<file path="config.mk">
export PLATFORM = sky130hd
export DESIGN_NAME = crlf_rsp_fifo
export DESIGN_NICKNAME = d
export VERILOG_FILES = /design/src/design/crlf_pkg.sv /design/src/design/crlf_rsp_fifo.sv
export SDC_FILE = /design/constraint.sdc
export NUM_CORES = 1
export LEC_CHECK = 0
export BUFFER_PORTS_ARGS = -buffer_cell sky130_fd_sc_hd__buf_2
export CORE_ASPECT_RATIO = 1.5
export CORE_UTILIZATION = 23
export DETAILED_ROUTE_END_ITERATION = 8
export HOLD_SLACK_MARGIN = 0.08
export PLACE_DENSITY_LB_ADDON = 0.1
export SYNTH_ARGS = -nofsm -noshare
export SYNTH_HDL_FRONTEND = slang
export SYNTH_SLANG_ARGS = --single-unit
</file>
<file path="constraint.sdc">
create_clock -name clock -period 8.9 [get_ports clock]
set_input_delay 1.335 -clock clock [delete_from_list [all_inputs] [get_ports clock]]
set_output_delay 1.335 -clock clock [all_outputs]
set_load 0.005 [all_outputs]
</file>
<file path="src/design/crlf_pkg.sv">
// ----------------------------------------------------------------------------
// crlf_pkg
// Shared types and constants for the line framer: operation codes, line
// delimiters, the result item layout and the response queue depth.
// ----------------------------------------------------------------------------
`default_nettype none

package crlf_pkg;

   typedef enum logic [1:0] {
      OP_RX_BYTE  = 2'd0,
      OP_ARM_DATA = 2'd1,
      OP_RELEASE  = 2'd2,
      OP_READ     = 2'd3
   } op_type;

   localparam logic [7:0] CHAR_CR = 8'h0D;
   localparam logic [7:0] CHAR_LF = 8'h0A;

   localparam int RSP_DEPTH = 3;

   typedef struct packed {
      logic       accepted;
      logic       echo_valid;
      logic [7:0] echo_byte;
      logic       message_valid;
      logic [1:0] message_buffer;
      logic [7:0] message_length;
      logic       message_is_data;
      logic [7:0] read_data;
   } rsp_type;

endpackage

`default_nettype wire

</file>
<file path="src/design/crlf_rsp_fifo.sv">
// ----------------------------------------------------------------------------
// crlf_rsp_fifo
// Small result queue between the framer pipeline and the response channel.
// ----------------------------------------------------------------------------
`default_nettype none

module crlf_rsp_fifo import crlf_pkg::*; (
   input  wire logic    clock,
   input  wire logic    reset,
   input  wire logic    push,
   input  wire rsp_type push_data,
   input  wire logic    pop,
   output logic         head_valid,
   output rsp_type      head_data,
   output logic [1:0]   count
);

   localparam logic [1:0] LAST = 2'(RSP_DEPTH - 1);

   rsp_type    entry_ff [RSP_DEPTH];
   logic [1:0] wr_ptr_ff, wr_ptr_in;
   logic [1:0] rd_ptr_ff, rd_ptr_in;
   logic [1:0] count_ff, count_in;

   always_comb begin
      wr_ptr_in = wr_ptr_ff;
      rd_ptr_in = rd_ptr_ff;
      count_in  = count_ff;
      if (push) begin
         wr_ptr_in = (wr_ptr_ff == LAST) ? 2'd0 : wr_ptr_ff + 2'd1;
      end
      if (pop) begin
         rd_ptr_in = (rd_ptr_ff == LAST) ? 2'd0 : rd_ptr_ff + 2'd1;
      end
      if (push && !pop) begin
         count_in = count_ff + 2'd1;
      end else if (pop && !push) begin
         count_in = count_ff - 2'd1;
      end
   end

   always_ff @(posedge clock) begin
      if (reset) begin
         wr_ptr_ff <= 2'd0;
         rd_ptr_ff <= 2'd0;
         count_ff  <= 2'd0;
      end else begin
         wr_ptr_ff <= wr_ptr_in;
         rd_ptr_ff <= rd_ptr_in;
         count_ff  <= count_in;
      end
   end

   always_ff @(posedge clock) begin
      if (push) begin
         entry_ff[wr_ptr_ff] <= push_data;
      end
   end

   assign head_valid = (count_ff != 2'd0);
   assign head_data  = entry_ff[rd_ptr_ff];
   assign count      = count_ff;

   assert property (@(posedge clock) disable iff (reset)
      push && !pop |-> count_ff != 2'(RSP_DEPTH))
      else $error("result queue overflow");

   assert property (@(posedge clock) disable iff (reset)
      pop |-> count_ff != 2'd0)
      else $error("result queue underflow");

endmodule

`default_nettype wire

</file>
==> run metrics <==
setup violators final=0; gr usage total=0.0915; io pins=67; die width=104 um; area leader, netlist=edfxtp_1; clock skew=between 0.004 and 0.005 ns; power density cells=217 mW/mm2; slew margin rel.=0.274; initial antenna violation count=0; NumNets Final=326; starting DRC count in detailed routing=89; min-delay worst type=reg2reg; RSZ-0062 raised after global routing=no; post-synthesis mux area share=0.0860; Max-Cap Viols=0; Finished Layout Cells=495; post-synthesis adder-cell area fraction=0.00346; H-tree depth=3; final WL=7200 um; Critical Path Max Stage Delay=1.03 ns; Static Leak=1.52 nW; DP HPWL=4260 um; Reg clk slew, reported paths=approximately 0.060 ns; Row Count=55; drt wl/cell=14.5 um; largest net degree at the start of global routing=61; fin crit share=0.374; Die Y=156 um; gr ovfl total=0; Hold Buf Count CTS=0; Yosys warning count=0; CP max FO=30; CP Launch Type=flip-flop; status=finished clean; Synth cell types=18; PortBufs=66; worst r2r src=wr_ptr_ff[0]; worst path arrival time=1.99 ns; post-synthesis cell count=224; post-synth top area share=0.746; CTS tree=built; CP Cell Sequence=mux2i_1, o21ai_1, buf_2; first drt pass iteration count=4; antenna viol nets, final=0; postcts setup bufs=0; vias in the first global route=1966; Worst path slowest cell=dfxtp_2; Max Clk Rate=0.301 GHz; Post-Synth Simple-Gate Area=0.0501; ranking of synthesized cells by area=edfxtp_1 (75%), mux2i_1 (8.3%), dfxtp_1 (4.4%); area grow syn2layout=22.7%; Post-Synth XOR/XNOR Area=0.00484; deepest clock path buffer count=2; Worst setup endpoint=head_data[14]; total CTS buffers=9; EDFF count, synth=90; Vias/cell=3.93; mapped cell area=between 0.003 and 0.004 mm2; global-route wire length before repair=10700 um; Placer Congestion=0.629; Synth Flop Type=edfxtp_1; core area=0.0152 mm2; kind of critical path=reg2out; worst-skew pair later-pin latency=0.34 ns; syn_nets=259; Initial Util=0.238; r2r worst-path depth=2; setup TNS=0 ns; Final Hold Viols=0; Die ar.=0.0163 mm2; Worst Setup End Kind=output pin; R2R Setup Slk=7.16 ns; Placed Cells incl. Taps=~480; share of cells above drive strength 1=0.292; CTS Sinks=98; Compound-Gate Fraction of Synth Area=0.0484; largest family of logic cells by synthesized area=multiplexers; Async SR Flop Fraction=0; CTS root buffer=clkbuf_16; number of synthesized register bits=98; r2r endpoint=entry_ff[1][18]; sequential share of the synthesized area=0.791; Vias=1946; post-CTS sizing=0; Slew Limit Fails=0; Peak VDD IR=0.0873 mV; Worst EP required=between 7 and 8 ns; min cycle time layout=approximately 3.3 ns; Mapped Avg Cell Area=16.2 um2; DRC=0; worst-margin pin slew=1.09 ns
per-stage QoR:
step | utilization | worst slack, ns | cell area [um2] | total power [mW] | hold WS, ns
after floorplan | - | 4.82 | 3620 | 0.585 | 0.454
after global placement | 0.275 | 5.85 | 4180 | 0.628 | 0.486
after detailed placement | 0.275 | 5.85 | 4180 | 0.629 | 0.484
after CTS | 0.292 | 5.47 | 4440 | 0.983 | 0.501
after global routing | 0.292 | 5.44 | 4440 | 1.00 | 0.534
final | 0.292 | 5.57 | 4440 | 0.963 | 0.497
cell usage in the layout, fill, tap and decap left out, types with 2 or more instances in the layout:
| master | Yosys | routed |
|---|---|---|
| a21oi_1 | 4 | 4 |
| buf_2 | 0 | 66 |
| clkbuf_1 | 8 | 2 |
| clkbuf_16 | 0 | 9 |
| clkinvlp_4 | 0 | 4 |
| dfxtp_1 | 8 | 6 |
| dfxtp_2 | 0 | 2 |
| edfxtp_1 | 90 | 90 |
| inv_1 | 2 | 2 |
| mux2i_1 | 30 | 30 |
| nand2_1 | 33 | 33 |
| nor2_1 | 6 | 4 |
| nor2_4 | 0 | 2 |
| o21ai_1 | 30 | 30 |
| xor2_1 | 2 | 2 |
how the worst min path moves through the flow:
stage / cells after the start / to / slack (ns) / startpoint
2_1_floorplan: 2 / flip-flop / 0.45 / rd_ptr_ff[1]
3_3_place_gp: 2 / flip-flop / 0.49 / rd_ptr_ff[1]
3_5_place_dp: 2 / flip-flop / 0.48 / rd_ptr_ff[1]
4_1_cts: 2 / flip-flop / 0.50 / rd_ptr_ff[1]
5_1_grt: 2 / flip-flop / 0.53 / rd_ptr_ff[1]
6_report: 2 / flip-flop / 0.50 / rd_ptr_ff[1]
state kept, by name, indices dropped and copies added, names as in the netlist, named ones only:
register / flops
rd_ptr_ff: 2
entry_ff: 90
count: 2
wr_ptr_ff: 2
synthesized netlist by cell type, types with 2 or more instances:
cell type / instances
mux2i_1: 30
inv_1: 2
clkbuf_1: 8
xor2_1: 2
dfxtp_1: 8
nor3b_1: 2
nor2_1: 6
buf_4: 3
edfxtp_1: 90
nand2_1: 33
a21oi_1: 4
o21ai_1: 30
layer usage:
metal,vias to the layer above,track usage,wire length [um]
met2,37,0.164,3750
met4,0,0.0531,170
li1,966,-,-
met1,931,0.0966,3010
met3,12,0.0238,264
met5,-,0,0
power by group:
group | switching [mW] | total [mW] | internal, mW | leakage [nW]
combinational | 0.0387 | 0.0740 | 0.0352 | 0.505
clock | 0.160 | 0.348 | 0.188 | 0.114
sequential | 0.0155 | 0.541 | 0.526 | 0.899
area by class of cell:
class	count	area, um2
sequential	98	2870
inverter	2	7.51
antenna	1	2.50
clock buffer	11	233
fill	1533	10800
multi-input combinational	113	718
timing repair buffer	67	338
tap	199	249
clock inverter	4	30.0
critical path, delay by kind of cell (launching register included):
family                 cells  cell delay, ns
muxes                      1            0.35
AOI/OAI and AO/OA          1            0.09
DFF                        1            1.03
buffers and inverters      1            0.17
kinds of logic after synthesis:
family	after synthesis
DFF	98
and+or+nand+nor	44
AOI/OAI and AO/OA	35
muxes	31
buffers and inverters	13
xor gates and xnor gates	2
adders and majority gates	1
No activity file was read; power rests on OpenSTA's default activity.
